==> src/avnsd_pkg.sv <==
// ----------------------------------------------------------------------------
// avnsd_pkg
// Shared widths, constants and stage types of the dithered requantizer.
// ----------------------------------------------------------------------------
`default_nettype none

package avnsd_pkg;

	// field widths
	localparam int SampleW  = 32;
	localparam int GainW    = 30;
	localparam int PcmW     = 16;
	localparam int ErrW     = 32;
	localparam int ProdW    = 63;
	localparam int AccW     = 36;
	localparam int CfgIdxW  = 4;
	localparam int CfgDataW = 32;

	// configuration register indexes
	localparam logic [CfgIdxW-1:0] RegVolumeGain   = 4'd0;
	localparam logic [CfgIdxW-1:0] RegDuplicateMono = 4'd1;

	// dither generator
	localparam logic [31:0] LcgMul = 32'h0019660d;
	localparam logic [31:0] LcgAdd = 32'h3c6ef35f;

	// 32-bit saturation limits
	localparam logic signed [ErrW-1:0] ErrMax = 32'sh7fffffff;
	localparam logic signed [ErrW-1:0] ErrMin = 32'sh80000000;

	// scaled sample leaving the gain pipeline
	typedef struct packed {
		logic                   valid;
		logic signed [ErrW-1:0] x;
	} scaled_t;

	// quantized result entering the output register
	typedef struct packed {
		logic                   valid;
		logic signed [PcmW-1:0] pcm;
	} result_t;

endpackage

`default_nettype wire

==> src/avnsd_shaper.sv <==
// ----------------------------------------------------------------------------
// avnsd_shaper
// Error feedback, dither, clipping and quantization with the shaping state.
// ----------------------------------------------------------------------------
`default_nettype none

module avnsd_shaper import avnsd_pkg::*; #(
	parameter int FRACTION_BITS = 28,
	parameter int OUTPUT_BITS   = 16
) (
	input  wire logic                   clk,
	input  wire logic                   arst_n,
	input  wire scaled_t                scaled,
	input  wire logic                   fire,
	output logic signed [PcmW-1:0]      pcm
);

	// quantizer step is 2^Sh
	localparam int Sh     = (FRACTION_BITS + 1 - OUTPUT_BITS) > 0 ?
		(FRACTION_BITS + 1 - OUTPUT_BITS) : 0;
	localparam int BiasSh = Sh > 0 ? Sh - 1 : 0;
	localparam logic [31:0] Mask32 = 32'((longint'(1) << Sh) - 1);
	localparam logic [AccW-1:0] MaskW = AccW'(Mask32);
	localparam logic signed [AccW-1:0] Bias =
		Sh > 0 ? AccW'(longint'(1) << BiasSh) : '0;
	localparam logic signed [AccW-1:0] VMax =
		AccW'((longint'(1) << FRACTION_BITS) - 1);
	localparam logic signed [AccW-1:0] VMin =
		AccW'(-(longint'(1) << FRACTION_BITS));

	logic signed [ErrW-1:0] e_new_q, e_mid_q, e_old_q;
	logic [31:0]            seed_q, nxt_q;
	logic [31:0]            lcg;
	logic signed [AccW-1:0] sum, dif, o, oc, xc, oq, qs;
	logic signed [ErrW:0]   half_sum;
	logic signed [ErrW-1:0] err;

	// feedback: newest - middle + oldest
	assign sum = AccW'(scaled.x) + AccW'(e_new_q) - AccW'(e_mid_q) + AccW'(e_old_q);

	// dither difference of two successive words; next word kept one ahead
	assign dif = $signed(AccW'(nxt_q & Mask32)) - $signed(AccW'(seed_q & Mask32));
	assign lcg = nxt_q * LcgMul + LcgAdd;
	assign o   = sum + Bias + dif;

	// clip to unit range
	always_comb begin
		oc = o;
		xc = sum;
		priority if (o > VMax) begin
			oc = VMax;
			if (sum > VMax) xc = VMax;
		end else if (o < VMin) begin
			oc = VMin;
			if (sum < VMin) xc = VMin;
		end else begin
			oc = o;
		end
	end

	// round down to a step, new error, scaled result
	assign oq  = oc & ~MaskW;
	assign err = ErrW'(xc - oq);
	assign qs  = oq >>> Sh;
	assign pcm = qs[PcmW-1:0];

	// halving toward zero for the middle tap
	assign half_sum = (ErrW+1)'(e_new_q) + (ErrW+1)'(e_new_q[ErrW-1]);

	// shaping state, advanced once per item
	always_ff @(posedge clk or negedge arst_n) begin
		if (!arst_n) begin
			e_new_q <= '0;
			e_mid_q <= '0;
			e_old_q <= '0;
			seed_q  <= '0;
			nxt_q   <= LcgAdd;
		end else if (fire) begin
			e_new_q <= err;
			e_mid_q <= ErrW'(half_sum >>> 1);
			e_old_q <= e_mid_q;
			seed_q  <= nxt_q;
			nxt_q   <= lcg;
		end
	end

endmodule

`default_nettype wire

==> config.mk <==
export PLATFORM = sky130hd
export DESIGN_NAME = avnsd_shaper
export DESIGN_NICKNAME = d
export VERILOG_FILES = /design/src/avnsd_pkg.sv /design/src/avnsd_shaper.sv
export SDC_FILE = /design/constraint.sdc
export NUM_CORES = 1
export LEC_CHECK = 0
export BUFFER_PORTS_ARGS = -buffer_cell sky130_fd_sc_hd__buf_4
export CORE_UTILIZATION = 55
export CTS_BUF_LIST = sky130_fd_sc_hd__clkbuf_16
export DETAILED_ROUTE_END_ITERATION = 12
export GPL_TIMING_DRIVEN = 0
export PLACE_DENSITY = 0.83
export SETUP_SLACK_MARGIN = 0.5
export SKIP_CTS_REPAIR_TIMING = 1
export SLEW_MARGIN = 0
export SYNTH_ARGS = -nofsm -noshare
export SYNTH_HDL_FRONTEND = slang
export SYNTH_SLANG_ARGS = --single-unit
==> constraint.sdc <==
create_clock -name clk -period 21.9 [get_ports clk]
set_clock_uncertainty 0.15 [all_clocks]
set_input_delay 1.095 -clock clk [delete_from_list [all_inputs] [get_ports clk]]
set_output_delay 1.095 -clock clk [all_outputs]
set_load 0.005 [all_outputs]
==> metrics.cfg, run 1 <==
[hold_path]
hold_path_class = reg -> reg
hold_end = e_new_q[0]
hold-path-cell-count = 2
hp-start = e_new_q[0]

[detailed_routing]
drt_iter0_markers = 1064
wl_met3_um = 2100
routed_wl_um = 37500
wl_per_cell_um = 18.2
firstDrtPassIters = 5
ant_nets = 0
top_layer_used = met4
vias = 12100
wl_met1_um = 16600
route.met2.wl_um = 17500
vias_per_cell = 5.84
drcViolationCount = 0

[clocking]
clk_pin_slew_ns = 0.06
insertion_delay_ns = 0.43
cts_tree = yes
h-tree-depth = 4
root_buffer = clkbuf_16
cts_sinks = 122
numCtsBuffers = 17
cts.path.max_buffers = 2

[timing]
slew_violations = 0
setup_tns_ns = 0
grt_setup_unrepaired = false
period_needed_ns = 11.23
setup_viol = 0
layout_worst_path_cycle_share_pct = 51.3
tightest_slew_ns = 1.00
hold_viol_final = 0
relSlewSlack_pct = 33.3
fmax_mhz = 89.1

[finish]
antennaDiodeCount = 0
final_layout_size_suffix_gt1_share_pct = 8.59
nets = 2019
final_cell_mix = inv_1, ha_1, a21oi_1
area_growth_pct = 10.2
final_common_cell = inv_1

[setup_path]
crit_slowest_cell = fa_1
r2r_start = e_new_q[1]
reg2reg_setup_slack_ns = 11.02
r2r-end = e_new_q[31]
crit_type = in -> reg
cp-start-kind = input pin
reg2regPathDepth = 41
slowest_delay_ns = 0.52
cp_max_fo = 10
startpoint = scaled[1]
cp.required_ns = 22.02
end_kind = flop
arrival_ns = 11.35

[floorplan]
fp-row-count = 58
start_util_pct = 56.0
io_pins = 52
die_y_um = 162
fp.dieArea_um2 = 26200
die-width_um = 162
core-area_um2 = 25100

[yosys]
syn-num-nets = 1950
synth_flop_cell = dfrtp_1
synthSimpleGateAreaFrac_pct = 11.8
synth_top_area_share_pct = 20.1
ys_seq_area_share_pct = 21.8
avgSynthCellArea_um2 = 8.51
ys_warn_count = 0
synth_area_leaders = dfrtp_1, ha_1, fa_1
async_reset_ff_share_pct = 100
synth_edf_count = 0
synthCells = 1652
synth_mux_area_share_pct = 2.30
synth_cell_type_count = 76
synth_top_family_by_area = adder cells
synthXorXnorAreaFrac_pct = 7.65
synth-adder-area-share_pct = 27.7
ys_seq_elements = 122
synth-compound-area-share_pct = 19.6
synth_area_um2 = 14100
synth_area_leader_cell = dfrtp_1

[global_route]
grt_pass1_wl_um = 61000
grtUsageTotal_pct = 29.6
grt-ovfl-total = 0
grt_max_degree = 100
antenna_found_initial = 0
grt_pass1_vias = 12200

[placement]
dp_hpwl_um = 29200
place.gp.congestion = 0.988
port_buffers = 49

[job]
drv_cap = 0

[outcome]
status = complete, no violations

==> per-stage QoR <==
step	instance area, um^2	std cells	setup slack, ns	utilization, %	hold WS, ns
floorplan	14100	1652	12.24	-	0.299
global placement	14800	2031	10.64	59.1	0.313
detailed placement	14900	2032	10.52	59.2	0.327
CTS	15500	2064	10.90	61.7	0.340
global route	15500	2064	9.99	61.7	0.376
finish	15500	2064	10.67	61.7	0.347
==> how the worst max path moves through the flow <==
stage | end | slack (ns) | cells past startpoint
2_1_floorplan | e_new_q[31] | 12.24 | 41
3_3_place_gp | e_new_q[31] | 10.64 | 42
3_5_place_dp | e_new_q[31] | 10.52 | 42
4_1_cts | e_new_q[31] | 10.90 | 42
5_1_grt | e_new_q[31] | 9.99 | 42
6_report | e_new_q[31] | 10.67 | 42
==> sequential cells by signal, indices dropped and copies added, names as in the netlist <==
signal   flops
e_mid_q     32
e_new_q     32
e_old_q     32
nxt_q       13
seed_q      13
==> worst max-delay path: cells and delay by family <==
| family | cells | cell delay [ns] |
|---|---|---|
| simple gates | 6 | 1.29 |
| mux | 1 | 0.15 |
| fa+ha+maj | 8 | 2.86 |
| buf+inv | 5 | 0.90 |
| xor+xnor | 2 | 0.64 |
| compound gates | 20 | 4.40 |
==> logic make-up after synthesis <==
group	Yosys count
AOI/OAI and AO/OA	429
xor gates and xnor gates	122
adders and majority gates	262
buffers and inverters	329
DFF	122
muxes	29
and+or+nand+nor	359
==> cells in the mapped netlist (all sizes together), types with 3 or more instances <==
master   number
a211o         7
a211oi       12
a21boi       11
a21o         44
a21oi       143
a311oi        3
a31o          3
a31oi        14
a41oi         5
and2          8
and3         24
and4          5
buf          15
clkbuf       42
dfrtp       113
dfstp         9
fa           82
ha          180
inv         271
mux2         26
mux2i         3
nand2       123
nand2b       13
nand3        27
nand3b        5
nand4        10
nor2        108
nor2b        11
nor3         13
o2111ai       5
o211ai       14
o21a         13
o21ai        98
o21bai       17
o31a          4
o31ai        20
o41ai         3
or3           5
xnor2        81
xor2         41
==> final cells by class <==
class                   instances  area [um^2]
clock inverters                15          200
flip-flops and latches        122         3060
inverters                     272         1020
plain buffers                  57          267
fillers                      2110         9610
multi-input cells            1201         9710
repair buffers                 50          399
clock buffers                  17          425
well taps                     330          413
==> per-layer routing <==
layer | vias to the layer above | global-route usage, %
li1 | 5706 | -
met1 | 5859 | 39.7
met2 | 409 | 48.0
met3 | 84 | 3.91
met4 | 0 | 12.8
met5 | - | 0
Power of run 1 is not shown: default switching activity piles up to over one toggle a cycle in this logic, so the estimate is an artifact.
==> run 2: changes to the inputs <==
- clock period: 21.9 -> 10.6 ns (I/O delays scaled with it)
==> run 2 against run 1 <==
Die area unchanged; via count rose by 3.1%; largest cell class unchanged; flip-flop and latch count stayed put; critical path depth unchanged; worst hold slack got worse by 0.0046 ns; count of clock-buffer cells in the layout is the same; design area rose by 3.8%; register-to-register slack got worse by 10 ns.
==> metrics.cfg, run 2 (synthesis results as in run 1) <==
[outcome]
status = complete, no violations

[global_route]
grtUsageTotal_pct = 29.6
grt-ovfl-total = 0
antenna_found_initial = 0
grt_pass1_vias = 12200
grt_max_degree = 100
grt_pass1_wl_um = 61000

[detailed_routing]
routed_wl_um = 39300
vias = 12400
ant_nets = 0
firstDrtPassIters = 5
drcViolationCount = 0
drt_iter0_markers = 1102
wl_per_cell_um = 18.7
vias_per_cell = 5.93

[setup_path]
end_kind = flop
r2r_start = e_new_q[3]
crit_top_cell = o211ai_1
slowest_delay_ns = 0.54
reg2regPathDepth = 42
cp_max_fo = 7
arrival_ns = 10.01
crit_slowest_cell = fa_1
r2r-end = e_new_q[31]
crit_type = reg -> reg
cp.required_ns = 10.72
cp-start-kind = flop
reg2reg_setup_slack_ns = 0.71

[timing]
tightest_slew_ns = 1.03
layout_worst_path_cycle_share_pct = 93.3
hold_viol_final = 0
setup_tns_ns = 0
setup_ws_ns = 0.708
setup_viol = 0
grt_setup_unrepaired = false
fmax_mhz = 101
slew_violations = 0
period_needed_ns = 9.89
relSlewSlack_pct = 31.2

[finish]
final_layout_size_suffix_gt1_share_pct = 13.6
nets = 2054
area_growth_pct = 14.4
fin_cells = 2099
final_common_cell = inv_1
final_util_pct = 64.0
antennaDiodeCount = 0
final_cell_mix = inv_1, ha_1, a21oi_1
largestRegisters = e_mid_q (32), e_new_q (32), e_old_q (32)

[placement]
preCtsSetupSlack_ns = -0.212
dp_hpwl_um = 29200
place_inst = 2032
port_buffers = 49
place.gp.congestion = 0.988

[clocking]
h-tree-depth = 4
clk_pin_slew_ns = 0.06
cts_sinks = 122
insertion_delay_ns = 0.43
cts.path.max_buffers = 2
cts_tree = yes
root_buffer = clkbuf_16
numCtsBuffers = 17

[job]
drv_cap = 0

[floorplan]
core-area_um2 = 25100
fp-row-count = 58
die-width_um = 162
start_util_pct = 56.0
fp.dieArea_um2 = 26200
io_pins = 52
die_y_um = 162

[hold_path]
hold-path-cell-count = 2
hold_path_class = reg -> reg
hold_end = e_new_q[0]
hp-start = e_new_q[0]

run 2: worst max-delay path: cells and delay by family, from the launching register on:
kind                     cells  cell delay [ns]
XOR/XNOR                     2             0.49
buffers and inverters        6             0.75
AO/OA/AOI/OAI               18             3.93
adder cells (fa/ha/maj)      7             2.34
AND/OR/NAND/NOR              8             1.44
flip-flops                   1             0.45
multiplexers                 1             0.17
run 2: worst max path at each step:
stage	start	end	slack [ns]	cells after the start
6_report	e_new_q[3]	e_new_q[31]	0.71	42
5_1_grt	e_new_q[3]	e_new_q[31]	0.36	41
4_1_cts	e_new_q[1]	e_new_q[31]	-0.05	41
3_5_place_dp	scaled[1]	e_new_q[31]	-0.21	42
3_3_place_gp	scaled[1]	e_new_q[31]	-0.09	42
2_1_floorplan	scaled[3]	e_new_q[31]	1.50	41
run 2: through the flow:
step / area (um^2) / hold slack (ns)
finish: 16100 / 0.342
global route: 16100 / 0.376
CTS: 15500 / -0.181
detailed placement: 14900 / 0.265
global placement: 14800 / 0.313
floorplan: 14100 / 0.0844
run 2: routing by layer:
layer	up-vias	part of all wire, %	wire length [um]	track usage [%]
met5	-	0	0	0
met4	0	3.9	1540	12.8
met3	123	6.5	2560	3.91
met2	512	47	18300	48.0
met1	6016	43	16900	39.7
li1	5786	-	-	-
run 2: area by class of cell:
cell class | instances | area [um^2]
Timing Repair Buffer | 84 | 661
Fill cell | 2041 | 9030
Tap cell | 330 | 413
Inverter | 272 | 1020
Buffer | 57 | 290
Clock buffer | 17 | 425
Sequential cell | 122 | 3070
Clock inverter | 15 | 200
Multi-Input combinational cell | 1202 | 10000
Power of run 2 is left out for the same reason.
==> run 3: changes to the inputs <==
- REMOVE_ABC_BUFFERS: unset -> 1
==> run 3 against run 2 <==
Cell count fell by 3.0%; worst hold slack got worse by 0.0061 ns; design area fell by 2.3%; utilization fell by 1.5 points; critical endpoint unchanged; non-clock buffer count fell by 62; via count fell by 5.9%; first-iteration DRC count fell by 21%; critical path depth fell by 2; register-to-register slack barely moved; die area did not move; count of clock-buffer cells in the layout did not move.
==> metrics.cfg, run 3 (synthesis results as in run 1) <==
[outcome]
status = complete, no violations

[placement]
dp_hpwl_um = 25000
port_buffers = 50
place.gp.congestion = 0.904

[detailed_routing]
vias = 11700
drt_iter0_markers = 867
wl_per_cell_um = 16.6
ant_nets = 0
vias_per_cell = 5.74
firstDrtPassIters = 6
routed_wl_um = 33800
drcViolationCount = 0

[timing]
setup_viol = 0
slew_violations = 0
period_needed_ns = 9.88
layout_worst_path_cycle_share_pct = 93.2
grt_setup_unrepaired = false
hold_viol_final = 0
relSlewSlack_pct = 22.2
tightest_slew_ns = 1.16
setup_tns_ns = 0
fmax_mhz = 101

[floorplan]
core-area_um2 = 25100
start_util_pct = 56.0
fp.dieArea_um2 = 26200
die-width_um = 162
io_pins = 52
die_y_um = 162
fp-row-count = 58

[global_route]
antenna_found_initial = 0
grt_pass1_vias = 11500
grt-ovfl-total = 0
grt_max_degree = 135
grtUsageTotal_pct = 25.8
grt_pass1_wl_um = 54700

[hold_path]
hold_path_class = in -> reg
hp-start = fire

[setup_path]
cp.required_ns = 10.74
path_delay_family = compound AO/OA/AOI/OAI gates
end_kind = flop
arrival_ns = 10.02
crit_type = reg -> reg
slowest_delay_ns = 0.51
startpoint = e_new_q[3]
cp-start-kind = flop
cp_max_fo = 20
r2r_start = e_new_q[3]
path_buf_inv = 4
crit_slowest_cell = fa_1

[job]
drv_cap = 0

[clocking]
clk_pin_slew_ns = 0.06
cts_tree = yes
numCtsBuffers = 17
h-tree-depth = 4
cts.path.max_buffers = 2
root_buffer = clkbuf_16
cts_sinks = 122
insertion_delay_ns = 0.43

[finish]
largestRegisters = e_mid_q (32), e_new_q (32), e_old_q (32)
final_util_pct = 62.5
nets = 1992
area_growth_pct = 11.7
antennaDiodeCount = 0
final_cell_mix = inv_1, ha_1, a21oi_1
final_layout_size_suffix_gt1_share_pct = 11.4
final_common_cell = inv_1
fill_cells = 2015

run 3: cell types whose count changed in the layout (fill, tap and decap cells not counted), moves of 4 or more:
cell	before	now
a21oi_1	135	139
buf_4	81	71
clkbuf_1	33	0
buf_6	7	2
a21oi_2	8	4
buf_2	8	0
clkbuf_2	7	0
run 3: final timing paths:
kind	slack (ns)	cells after the start	to
max	0.72	40	e_new_q[31]
min	0.34	2	nxt_q[0]
max reg2reg	0.72	40	e_new_q[31]
min reg2reg	0.35	2	e_new_q[0]
max in group asynchronous	9.09	3	e_new_q[19]
min in group asynchronous	0.44	2	nxt_q[5]
run 3: layout make-up:
class                           count  area (um^2)  area share [%]
Multi-Input combinational cell   1202         9910            63.1
Sequential cell                   122         3070            19.5
Inverter                          272         1020            6.50
Timing Repair Buffer               79          686            4.37
Clock buffer                       17          425            2.71
Tap cell                          330          413            2.63
Clock inverter                     15          178            1.13
run 3: worst reg2reg max path: cells and delay by family, from the launching register on:
kind / cells / cell delay [ns]
adders and majority gates: 7 / 2.29
buffers and inverters: 4 / 0.42
muxes: 1 / 0.18
DFF: 1 / 0.43
AOI/OAI and AO/OA: 20 / 4.55
xor gates and xnor gates: 1 / 0.20
and+or+nand+nor: 7 / 1.50
run 3: routing by layer:
metal,routed length [um],track usage (%)
met4,754,8.79
met1,14900,34.1
met5,0,0
met2,16400,43.1
met3,1740,3.96
run 3: through the flow:
stage | instance area, um^2 | hold slack [ns] | worst slack [ns] | std cells
after floorplan | 13800 | 0.0844 | 1.13 | 1595
after global placement | 14600 | 0.312 | -0.799 | 1975
after detailed placement | 14600 | 0.336 | -0.820 | 1977
after CTS | 15200 | -0.107 | -0.765 | 2009
after global routing | 15700 | 0.358 | 0.325 | 2037
final | 15700 | 0.336 | 0.717 | 2037
Power of run 3 is left out for the same reason.
