--- config.mk ---
export PLATFORM = sky130hd
export DESIGN_NAME = avnsd_out_flat
export DESIGN_NICKNAME = d
export VERILOG_FILES = /design/src/avnsd_pkg.sv /design/src/avnsd_intf.sv /design/src/avnsd_out.sv /design/src/flat_wrapper.sv
export SDC_FILE = /design/constraint.sdc
export NUM_CORES = 1
export LEC_CHECK = 0
export ABC_AREA = 1
export BUFFER_PORTS_ARGS = -buffer_cell sky130_fd_sc_hd__buf_4
export CORE_MARGIN = 10
export CORE_UTILIZATION = 39
export CTS_CLUSTER_DIAMETER = 200
export CTS_CLUSTER_SIZE = 12
export DETAILED_ROUTE_END_ITERATION = 8
export PLACE_DENSITY_LB_ADDON = 0.08
export SLEW_MARGIN = 30
export SYNTH_ARGS = -nofsm -noshare
export SYNTH_HDL_FRONTEND = slang
export SYNTH_SLANG_ARGS = --single-unit
export TNS_END_PERCENT = 50
--- constraint.sdc ---
create_clock -name clk -period 2.2 [get_ports clk]
set_input_delay 0.33 -clock clk [delete_from_list [all_inputs] [get_ports clk]]
set_output_delay 0.33 -clock clk [all_outputs]
set_load 0.005 [all_outputs]
--- src/avnsd_pkg.sv ---
// ----------------------------------------------------------------------------
// avnsd_pkg
// Shared widths, constants and stage types of the dithered requantizer.
// ----------------------------------------------------------------------------
`default_nettype none

package avnsd_pkg;

	// field widths
	localparam int SampleW  = 32;
	localparam int GainW    = 30;
	localparam int PcmW     = 16;
	localparam int ErrW     = 32;
	localparam int ProdW    = 63;
	localparam int AccW     = 36;
	localparam int CfgIdxW  = 4;
	localparam int CfgDataW = 32;

	// configuration register indexes
	localparam logic [CfgIdxW-1:0] RegVolumeGain   = 4'd0;
	localparam logic [CfgIdxW-1:0] RegDuplicateMono = 4'd1;

	// dither generator
	localparam logic [31:0] LcgMul = 32'h0019660d;
	localparam logic [31:0] LcgAdd = 32'h3c6ef35f;

	// 32-bit saturation limits
	localparam logic signed [ErrW-1:0] ErrMax = 32'sh7fffffff;
	localparam logic signed [ErrW-1:0] ErrMin = 32'sh80000000;

	// scaled sample leaving the gain pipeline
	typedef struct packed {
		logic                   valid;
		logic signed [ErrW-1:0] x;
	} scaled_t;

	// quantized result entering the output register
	typedef struct packed {
		logic                   valid;
		logic signed [PcmW-1:0] pcm;
	} result_t;

endpackage

`default_nettype wire

--- src/avnsd_intf.sv ---
// ----------------------------------------------------------------------------
// avnsd channel interfaces
// Sample input, result output and configuration write channels.
// ----------------------------------------------------------------------------
`default_nettype none


interface avnsd_out_if;
	logic               valid;
	logic               ready;
	logic signed [15:0] pcm_value;
	logic               last_of_run;

	modport source (output valid, output pcm_value, output last_of_run, input ready);
	modport sink   (input valid, input pcm_value, input last_of_run, output ready);
endinterface


`default_nettype wire

--- src/avnsd_out.sv ---
// ----------------------------------------------------------------------------
// avnsd_out
// Result register; repeats each result once more in duplicate mode.
// ----------------------------------------------------------------------------
`default_nettype none

module avnsd_out import avnsd_pkg::*; (
	input  wire logic    clk,
	input  wire logic    arst_n,
	input  wire result_t res,
	input  wire logic    dup,
	output logic         up_ready,
	avnsd_out_if.source  results
);

	logic                   v_q, dup_q, phase_q;
	logic signed [PcmW-1:0] pcm_q;
	logic                   last;

	// the first of a duplicated pair is not last
	assign last     = !(dup_q && !phase_q);
	assign up_ready = !v_q || (results.ready && last);

	// control
	always_ff @(posedge clk or negedge arst_n) begin
		if (!arst_n) begin
			v_q     <= 1'b0;
			dup_q   <= 1'b0;
			phase_q <= 1'b0;
		end else if (up_ready) begin
			v_q     <= res.valid;
			dup_q   <= dup;
			phase_q <= 1'b0;
		end else if (results.ready) begin
			phase_q <= 1'b1;
		end
	end

	// payload
	always_ff @(posedge clk) begin
		if (up_ready && res.valid) pcm_q <= res.pcm;
	end

	assign results.valid       = v_q;
	assign results.pcm_value   = pcm_q;
	assign results.last_of_run = last;

endmodule

`default_nettype wire

--- src/flat_wrapper.sv ---
// flat-port wrapper written by rule: the top's interface ports become plain ports
module avnsd_out_flat import avnsd_pkg::*;
  (clk, arst_n, res, dup, up_ready, results_valid, results_pcm_value, results_last_of_run, results_ready);
  avnsd_out_if results_i ();
  input  wire logic clk;
  input  wire logic arst_n;
  input  wire result_t res;
  input  wire logic dup;
  output logic up_ready;
  output wire logic [$bits(results_i.valid)-1:0] results_valid;
  output wire logic [$bits(results_i.pcm_value)-1:0] results_pcm_value;
  output wire logic [$bits(results_i.last_of_run)-1:0] results_last_of_run;
  input wire logic [$bits(results_i.ready)-1:0] results_ready;
  assign results_valid = results_i.valid;
  assign results_pcm_value = results_i.pcm_value;
  assign results_last_of_run = results_i.last_of_run;
  assign results_i.ready = results_ready;
  avnsd_out u_core (.clk(clk), .arst_n(arst_n), .res(res), .dup(dup), .up_ready(up_ready), .results(results_i));
endmodule
==> metrics.txt, run 1 <==
# TYPE chip_impl_metric gauge
chip_impl_info{name="outcome",value="finished, final reports clean"} 1
chip_impl_metric{name="power_switching",unit="µW"} 164
chip_impl_metric{name="static-leakage-power",unit="nW"} 0.437
chip_impl_metric{name="finalCriticalPeriod",unit="ns"} 1.39
chip_impl_info{name="layout.cells.most_common",value="buf_4"} 1
chip_impl_metric{name="dp_cells",unit=""} 87
chip_impl_metric{name="ff2ff_setup_slack",unit="ns"} 0.98
chip_impl_metric{name="synth_seq_area_share",unit=""} 0.888
chip_impl_metric{name="area.sequential",unit="µm²"} 556
chip_impl_metric{name="synth.lib_cells_used.distinct",unit=""} 9
chip_impl_metric{name="fin_cells",unit=""} 92
chip_impl_metric{name="synthesis.area",unit="µm²"} 626
chip_impl_metric{name="power_report.internal_total",unit="µW"} 578
chip_impl_metric{name="top_level_ports",unit=""} 40
chip_impl_info{name="layout.cells.most_common_list",value="buf_4 (40), edfxtp_1 (16), nand2_2 (3), clkbuf_4 (3), dfrtp_1 (3)"} 1
chip_impl_info{name="cts-root-buf",value="clkbuf_4"} 1
chip_impl_info{name="crit-reg2reg-capture",value="u_core.results.pcm_value[9]"} 1
chip_impl_info{name="highest-signal-layer",value="met3"} 1
chip_impl_metric{name="wire_length_of_the_first_global_routing_pass",unit="mm"} 2.13
chip_impl_metric{name="power.switching_fraction",unit=""} 0.221
chip_impl_metric{name="highest_clock_frequency_the_design_can_meet",unit="MHz"} 718
chip_impl_metric{name="detail_route.wl_per_cell",unit="µm"} 15.1
chip_impl_metric{name="place.detailed.hpwl",unit="mm"} 1.15
chip_impl_metric{name="routedLengthMet1",unit="µm"} 458
chip_impl_metric{name="area_delta_synth_final",unit="%"} 57.0
chip_impl_metric{name="clkTransAtPathRegs",unit="ns"} 0.10
chip_impl_metric{name="vdd_ir_drop_max",unit="mV"} 0.553
chip_impl_metric{name="ant_nets",unit=""} 0
chip_impl_metric{name="globalRoute.totalOverflow",unit=""} 0
chip_impl_metric{name="multi_input_comb_area",unit="µm²"} 62.6
chip_impl_info{name="worstSetupStartpointType",value="register"} 1
chip_impl_metric{name="cts.path.max_buffers",unit=""} 2
chip_impl_metric{name="cts.sinks",unit=""} 19
chip_impl_metric{name="pin_count_of_the_biggest_net_entering_global_routing",unit=""} 17
chip_impl_metric{name="grt_antenna_before_repair",unit=""} 0
chip_impl_metric{name="area_enclosed_by_the_die_boundary",unit="µm²"} 3610
chip_impl_info{name="crit_end",value="up_ready"} 1
chip_impl_metric{name="period_utilization_post_route",unit=""} 0.633
chip_impl_metric{name="r2r_cells",unit=""} 4
chip_impl_metric{name="critical_path.max_stage_delay",unit="ns"} 0.38
chip_impl_metric{name="routed-wl-met3",unit="µm"} 174
chip_impl_metric{name="diodes",unit=""} 0
chip_impl_metric{name="synth.net_count",unit=""} 52
chip_impl_metric{name="initialDrtViolationCount",unit=""} 8
chip_impl_metric{name="num_rows",unit=""} 14
chip_impl_metric{name="numCtsBuffers",unit=""} 3
chip_impl_info{name="critPathMostFrequentCell",value="nand2_4"} 1
chip_impl_metric{name="flop_pwr_share",unit=""} 0.599
chip_impl_metric{name="final.setup_skew",unit="ns"} 0.00265
chip_impl_metric{name="viasPerCell",unit=""} 4.38
chip_impl_info{name="timing.hold.worst.start",value="res[4]"} 1
chip_impl_metric{name="coreArea",unit="µm²"} 1510
chip_impl_metric{name="drc",unit=""} 0
chip_impl_metric{name="port_buffers",unit=""} 39
chip_impl_metric{name="cts_resized",unit=""} 0
chip_impl_info{name="hold_path_class",value="input pin to register"} 1
chip_impl_metric{name="drtPass1Iterations",unit=""} 2
chip_impl_metric{name="cts-htree-levels",unit=""} 1
chip_impl_metric{name="avg_inst_size_synth",unit="µm²"} 20.2
chip_impl_metric{name="met2_wirelength",unit="µm"} 759
chip_impl_metric{name="dr_total_vias",unit=""} 403
chip_impl_metric{name="critPathMaxFanout",unit=""} 4
chip_impl_metric{name="final_hold_viol_count",unit=""} 0
chip_impl_info{name="worstSetupPathType",value="register to primary output"} 1
chip_impl_metric{name="max-slew-margin-rel",unit=""} 0.869
chip_impl_info{name="cts_tree",value="built"} 1
chip_impl_metric{name="num-fill-cells",unit=""} 114
chip_impl_metric{name="report.final.setup_viol",unit=""} 0
chip_impl_metric{name="die_height",unit="µm"} 60.1
chip_impl_metric{name="timing.critical_path.required",unit="ns"} 1.87
chip_impl_info{name="worst_path_cell_chain",value="inv_1, nand2_2, nand2_4, nand2_4, buf_4"} 1
chip_impl_metric{name="first_global_vias",unit=""} 420
chip_impl_metric{name="setup_tns",unit="ns"} 0
chip_impl_metric{name="timing.max_cap.violations",unit=""} 0
chip_impl_metric{name="syn-instance-count",unit=""} 31
chip_impl_metric{name="grt_util_all_layers",unit=""} 0.0788
chip_impl_metric{name="number_of_synthesized_register_bits",unit=""} 19
chip_impl_metric{name="synthesis.yosys.warnings",unit=""} 0
chip_impl_metric{name="wl",unit="mm"} 1.39
chip_impl_metric{name="x_dimension_of_the_die",unit="µm"} 60.1
chip_impl_metric{name="layout_cell_share_with_drive_strength_beyond_1",unit=""} 0.632
chip_impl_info{name="critPathLaunch",value="u_core.phase_q"} 1
chip_impl_metric{name="worst-slew-pin-transition",unit="ns"} 0.196
chip_impl_info{name="critical-path-slowest-cell",value="dfrtp_1"} 1
chip_impl_metric{name="critPathArrivalTime",unit="ns"} 1.06
chip_impl_metric{name="insertion_delay",unit="ns"} 0.28
chip_impl_metric{name="powerDensity",unit="nW/µm²"} 756
chip_impl_metric{name="maxSlewViolCount",unit=""} 0
chip_impl_metric{name="floorplan.initialDensity",unit=""} 0.415
chip_impl_info{name="critical_path.endpoint_type",value="primary output"} 1
chip_impl_info{name="grt_setup_unrepaired",value="no"} 1
chip_impl_metric{name="power.share.clock",unit=""} 0.222
chip_impl_metric{name="routabilityCongestion",unit=""} 0.695
chip_impl_metric{name="design.final.nets",unit=""} 98
chip_impl_info{name="critical_path.reg2reg.startpoint",value="u_core.dup_q"} 1
chip_impl_metric{name="p_comb_frac",unit=""} 0.179
## power groups by stage
stage / registers (mW) / logic, mW / clock network (mW)
floorplan: 0.457 / 0.0402 / 0
global placement: 0.452 / 0.132 / 0
detailed placement: 0.453 / 0.135 / 0
CTS: 0.445 / 0.137 / 0.175
global route: 0.448 / 0.145 / 0.195
finish: 0.445 / 0.133 / 0.165
## per-layer routing
metal	up-vias	GRT usage
met5	-	0
met4	0	0.0385
met3	0	0.0487
met2	20	0.128
met1	183	0.0767
li1	200	-
## stage by stage
| step | util | cell area [µm²] | power [mW] | hold WS, ns | setup slack, ns |
|---|---|---|---|---|---|
| 3_3_place_gp | 0.628 | 946 | 0.585 | 0.120 | 1.01 |
| 2_1_floorplan | - | 626 | 0.497 | 0.0344 | 0.446 |
| 5_1_grt | 0.652 | 982 | 0.789 | 0.183 | 0.738 |
| 3_5_place_dp | 0.628 | 946 | 0.589 | 0.120 | 0.976 |
| 6_report | 0.652 | 982 | 0.742 | 0.213 | 0.806 |
| 4_1_cts | 0.652 | 982 | 0.758 | 0.197 | 0.784 |
## cells by family after synthesis
kind of cell           Yosys count  share of synthesized area
AO/OA/AOI/OAI                    1                    0.00799
buffers and inverters            2                     0.0120
flip-flops                      19                      0.888
AND/OR/NAND/NOR                  9                     0.0920
## registers in the layout, summed over array words and instances (netlist names)
register,count
u_core.results.pcm_value,16
u_core.dup_q,1
u_core.phase_q,1
u_core.results.valid,1
## critical path: cells and delay by family, from the launching register on
kind	cells	cell delay, ns
buffers and inverters	2	0.20
flip-flops	1	0.38
AND/OR/NAND/NOR	3	0.20
## timing repair
| item | 4_1_cts | 5_1_grt |
|---|---|---|
| hold buffers | 1 | 0 |
| hold endpoints to repair | 3 | 0 |
| setup buffers | 0 | 0 |
## worst min-delay path by stage
stage / to / slack (ns) / cells past startpoint
global placement: u_core.phase_q / 0.12 / 1
CTS: u_core.results.pcm_value[4] / 0.20 / 1
global route: u_core.results.pcm_value[5] / 0.18 / 1
finish: u_core.results.pcm_value[4] / 0.21 / 1
floorplan: u_core.dup_q / 0.03 / 0
detailed placement: u_core.phase_q / 0.12 / 1
## synth_stat cells
library cell | number | area [µm²]
a21oi_1 | 1 | 5.00
dfrtp_1 | 3 | 75.1
edfxtp_1 | 16 | 480
inv_1 | 2 | 7.51
nand2_1 | 1 | 3.75
nand2_2 | 3 | 18.8
nand2_4 | 2 | 22.5
nand3_1 | 1 | 5.00
nor2_1 | 2 | 7.51
## layout make-up
type / count / share of cell area
multi-input cells: 10 / 0.0637
repair buffers: 41 / 0.316
clock buffers: 4 / 0.0268
inverters: 2 / 0.00764
well taps: 16 / 0.0204
flip-flops and latches: 19 / 0.566
Note: power is estimated with default switching activity, not from simulation.
==> run 2: changes to the inputs <==
--- a/config.mk
+++ b/config.mk
@@ -5,10 +5,10 @@
 export SDC_FILE = /design/constraint.sdc
 export NUM_CORES = 1
 export LEC_CHECK = 0
-export ABC_AREA = 1
+export ABC_AREA = 0
 export BUFFER_PORTS_ARGS = -buffer_cell sky130_fd_sc_hd__buf_4
 export CORE_MARGIN = 10
-export CORE_UTILIZATION = 39
+export CORE_UTILIZATION = 40
 export CTS_CLUSTER_DIAMETER = 200
 export CTS_CLUSTER_SIZE = 12
 export DETAILED_ROUTE_END_ITERATION = 8
==> constraint.sdc (replaced) <==
create_clock -name clk -period 1.39 [get_ports clk]
set_input_delay 0.2085 -clock clk [delete_from_list [all_inputs] [get_ports clk]]
set_output_delay 0.2085 -clock clk [all_outputs]
set_load 0.005 [all_outputs]
==> run 2 against run 1 <==
Critical path depth down 2. Non-clock buffer count rose by 1. Total power increased by 100%. Sequential cell count did not move. Clock skew hardly changed. Global-route usage is 0.31 points higher. Area after synthesis increased by 2.2%. Utilization rose by 1.8 points. Clock power rose by 56%. Sequential share of layout area fell by 1.5 points. Largest power group unchanged. Highest routed layer unchanged.
==> metrics.txt, run 2 <==
# TYPE chip_impl_metric gauge
chip_impl_metric{name="design.final.nets",unit=""} 102
chip_impl_info{name="layout.cells.most_common_list",value="buf_4 (41), edfxtp_1 (16)"} 1
chip_impl_metric{name="wl",unit="mm"} 1.43
chip_impl_metric{name="final.setup_skew",unit="ns"} 0.00286
chip_impl_info{name="crit-reg2reg-capture",value="u_core.results.pcm_value[8]"} 1
chip_impl_metric{name="cts.path.max_buffers",unit=""} 2
chip_impl_metric{name="maxSlewViolCount",unit=""} 0
chip_impl_metric{name="numCtsBuffers",unit=""} 3
chip_impl_info{name="hold_path_end",value="u_core.results.pcm_value[5]"} 1
chip_impl_metric{name="avg_inst_size_synth",unit="µm²"} 18.8
chip_impl_info{name="worstSetupStartpointType",value="register"} 1
chip_impl_info{name="synth_common_cells",value="edfxtp_1 (16), dfrtp_1 (3), inv_1 (3), nand2_1 (3), o22ai_1 (2)"} 1
chip_impl_metric{name="first_global_vias",unit=""} 504
chip_impl_info{name="hold_path_class",value="input pin to register"} 1
chip_impl_metric{name="synthesis.yosys.warnings",unit=""} 0
chip_impl_metric{name="wire_length_of_the_first_global_routing_pass",unit="mm"} 2.28
chip_impl_metric{name="ff2ff_setup_slack",unit="ns"} 0.22
chip_impl_metric{name="vdd_ir_drop_max",unit="mV"} 0.969
chip_impl_metric{name="hold-path-cell-count",unit=""} 1
chip_impl_metric{name="power.switching_fraction",unit=""} 0.255
chip_impl_metric{name="floorplan.initialDensity",unit=""} 0.424
chip_impl_metric{name="layout_cell_share_with_drive_strength_beyond_1",unit=""} 0.588
chip_impl_info{name="critical_path.endpoint_type",value="primary output"} 1
chip_impl_metric{name="dpl-instance-area",unit="µm²"} 973
chip_impl_metric{name="synth.lib_cells_used.distinct",unit=""} 12
chip_impl_metric{name="power_report.internal_total",unit="mW"} 1.12
chip_impl_metric{name="critPathMaxFanout",unit=""} 3
chip_impl_metric{name="num_rows",unit=""} 14
chip_impl_metric{name="cts-htree-levels",unit=""} 1
chip_impl_metric{name="synth_enable_flop_cells",unit=""} 16
chip_impl_metric{name="coreArea",unit="µm²"} 1510
chip_impl_metric{name="dr_total_vias",unit=""} 440
chip_impl_info{name="area_leader_netlist",value="edfxtp_1"} 1
chip_impl_metric{name="r2r_cells",unit=""} 2
chip_impl_info{name="post-synth-top-count-cell",value="edfxtp_1"} 1
chip_impl_metric{name="x_dimension_of_the_die",unit="µm"} 60.0
chip_impl_metric{name="viasPerCell",unit=""} 4.58
chip_impl_metric{name="max-slew-margin-rel",unit=""} 0.847
chip_impl_metric{name="flop_pwr_share",unit=""} 0.542
chip_impl_info{name="critical_path.reg2reg.startpoint",value="u_core.results.valid"} 1
chip_impl_metric{name="place.detailed.hpwl",unit="mm"} 1.19
chip_impl_metric{name="synth_top_cell_area_share",unit=""} 0.751
chip_impl_metric{name="diodes",unit=""} 0
chip_impl_metric{name="top_level_ports",unit=""} 40
chip_impl_metric{name="postCtsSetupRepairBufs",unit=""} 0
chip_impl_metric{name="syn-instance-count",unit=""} 34
chip_impl_metric{name="finalCriticalPeriod",unit="ns"} 1.28
chip_impl_metric{name="die_height",unit="µm"} 60.0
chip_impl_metric{name="pin_count_of_the_biggest_net_entering_global_routing",unit=""} 11
chip_impl_metric{name="max_ffs_per_register",unit=""} 16
chip_impl_metric{name="period_utilization_post_route",unit=""} 0.924
chip_impl_metric{name="highest_clock_frequency_the_design_can_meet",unit="MHz"} 778
chip_impl_metric{name="power.share.clock",unit=""} 0.172
chip_impl_metric{name="initialDrtViolationCount",unit=""} 2
chip_impl_metric{name="critPathArrivalTime",unit="ns"} 1.08
chip_impl_info{name="post_synth_main_area_contributors",value="edfxtp_1 (75%), dfrtp_1 (12%), nor2b_4 (2.2%), o22ai_1 (2.0%), inv_1 (1.8%)"} 1
chip_impl_metric{name="power_switching",unit="µW"} 384
chip_impl_metric{name="timing.max_cap.violations",unit=""} 0
chip_impl_metric{name="worst-slew-pin-transition",unit="ns"} 0.230
chip_impl_metric{name="multi_input_comb_area",unit="µm²"} 75.1
chip_impl_metric{name="p_comb_frac",unit=""} 0.286
chip_impl_metric{name="ant_nets",unit=""} 0
chip_impl_metric{name="dpl_worst_slack",unit="ns"} 0.225
chip_impl_metric{name="grt_util_all_layers",unit=""} 0.0819
chip_impl_metric{name="timing.critical_path.required",unit="ns"} 1.18
chip_impl_metric{name="powerDensity",unit="nW/µm²"} 1490
chip_impl_metric{name="synth_seq_area_share",unit=""} 0.869
chip_impl_metric{name="clkTransAtPathRegs",unit="ns"} 0.10
chip_impl_metric{name="synth.net_count",unit=""} 55
chip_impl_metric{name="area_enclosed_by_the_die_boundary",unit="µm²"} 3600
chip_impl_metric{name="area_delta_synth_final",unit="%"} 57.9
chip_impl_info{name="worstSetupPathType",value="register to primary output"} 1
chip_impl_info{name="timing.hold.worst.start",value="res[5]"} 1
chip_impl_metric{name="insertion_delay",unit="ns"} 0.28
chip_impl_info{name="outcome",value="finished, final reports clean"} 1
chip_impl_info{name="grt_setup_unrepaired",value="no"} 1
chip_impl_metric{name="num-fill-cells",unit=""} 109
chip_impl_info{name="cts_tree",value="built"} 1
chip_impl_metric{name="port_buffers",unit=""} 39
chip_impl_metric{name="globalRoute.totalOverflow",unit=""} 0
chip_impl_metric{name="drc",unit=""} 0
chip_impl_metric{name="postLayoutCellArea",unit="µm²"} 1010
chip_impl_metric{name="static-leakage-power",unit="nW"} 0.447
chip_impl_info{name="cts-root-buf",value="clkbuf_4"} 1
chip_impl_metric{name="cts.sinks",unit=""} 19
chip_impl_metric{name="drtPass1Iterations",unit=""} 2
chip_impl_metric{name="setup_tns",unit="ns"} 0
chip_impl_metric{name="async_reset_ff_frac",unit=""} 0.158
chip_impl_metric{name="synthesis.area",unit="µm²"} 639
chip_impl_metric{name="area.sequential",unit="µm²"} 556
chip_impl_metric{name="routabilityCongestion",unit=""} 0.657
chip_impl_metric{name="layout_setup_ws",unit="ns"} 0.105
chip_impl_info{name="dominantRegCellSynth",value="edfxtp_1"} 1
chip_impl_metric{name="final_hold_viol_count",unit=""} 0
chip_impl_info{name="layout.cells.most_common",value="buf_4"} 1
chip_impl_metric{name="detail_route.wl_per_cell",unit="µm"} 14.9
chip_impl_metric{name="grt_antenna_before_repair",unit=""} 0
chip_impl_metric{name="number_of_synthesized_register_bits",unit=""} 19
chip_impl_metric{name="report.final.setup_viol",unit=""} 0
-- run 2: logic make-up after synthesis --
logic type      Yosys count  share of synthesized area
compound gates            5                     0.0528
buf+inv                   4                     0.0235
flops                    19                      0.869
simple gates              6                     0.0548
-- run 2: critical path, stage by stage (launching register included) --
cell     delay (ns)
dfrtp_1        0.43
nor2b_4        0.15
o21ai_1        0.07
buf_4          0.15
-- run 2: area by class of cell --
class                      count  share of cell area
timing repair buffer          42               0.315
tap                           16              0.0198
multi-input combinational     11              0.0743
clock buffer                   4              0.0260
sequential                    19               0.550
inverter                       4              0.0149
-- run 2: stage by stage --
stage / util / hold WS, ns / std cells / power [mW]
2_1_floorplan: - / -0.0871 / 34 / 0.986
3_5_place_dp: 0.646 / 0.00125 / 91 / 1.27
3_3_place_gp: 0.646 / -0.000382 / 91 / 1.26
4_1_cts: 0.670 / 0.0828 / 96 / 1.53
6_report: 0.670 / 0.0963 / 96 / 1.51
5_1_grt: 0.670 / 0.0661 / 96 / 1.61
-- run 2: routing by layer --
| layer | vias to the layer above | global-route usage | share of wire |
|---|---|---|---|
| met5 | - | 0 | 0 |
| met4 | 0 | 0.0288 | 0 |
| met3 | 0 | 0.0403 | 0.12 |
| met2 | 20 | 0.151 | 0.55 |
| met1 | 204 | 0.0745 | 0.33 |
| li1 | 216 | - | - |
-- run 2: worst max path at each step --
stage | start | endpoint | slack [ns] | cells past startpoint
after floorplan | u_core.results.valid | u_core.results.pcm_value[0] | 0.03 | 1
after global placement | u_core.results.valid | u_core.results.pcm_value[8] | 0.26 | 2
after detailed placement | u_core.results.valid | u_core.results.pcm_value[8] | 0.23 | 2
after CTS | u_core.dup_q | up_ready | 0.06 | 3
after global routing | u_core.phase_q | up_ready | 0.02 | 3
final | u_core.phase_q | up_ready | 0.11 | 3
-- run 2: repair_timing --
action | CTS | global route
hold buffers | 1 | 0
gates resized for setup | 0 | 1
endpoints found under the hold margin | 3 | 0
endpoints found under the setup margin | 0 | 1
-- run 2: power groups by stage --
stage,Sequential [mW],Clock [mW],Combinational (mW)
floorplan,0.836,0,0.149
global placement,0.823,0,0.434
detailed placement,0.830,0,0.438
CTS,0.817,0.275,0.441
global route,0.833,0.309,0.472
finish,0.817,0.258,0.431
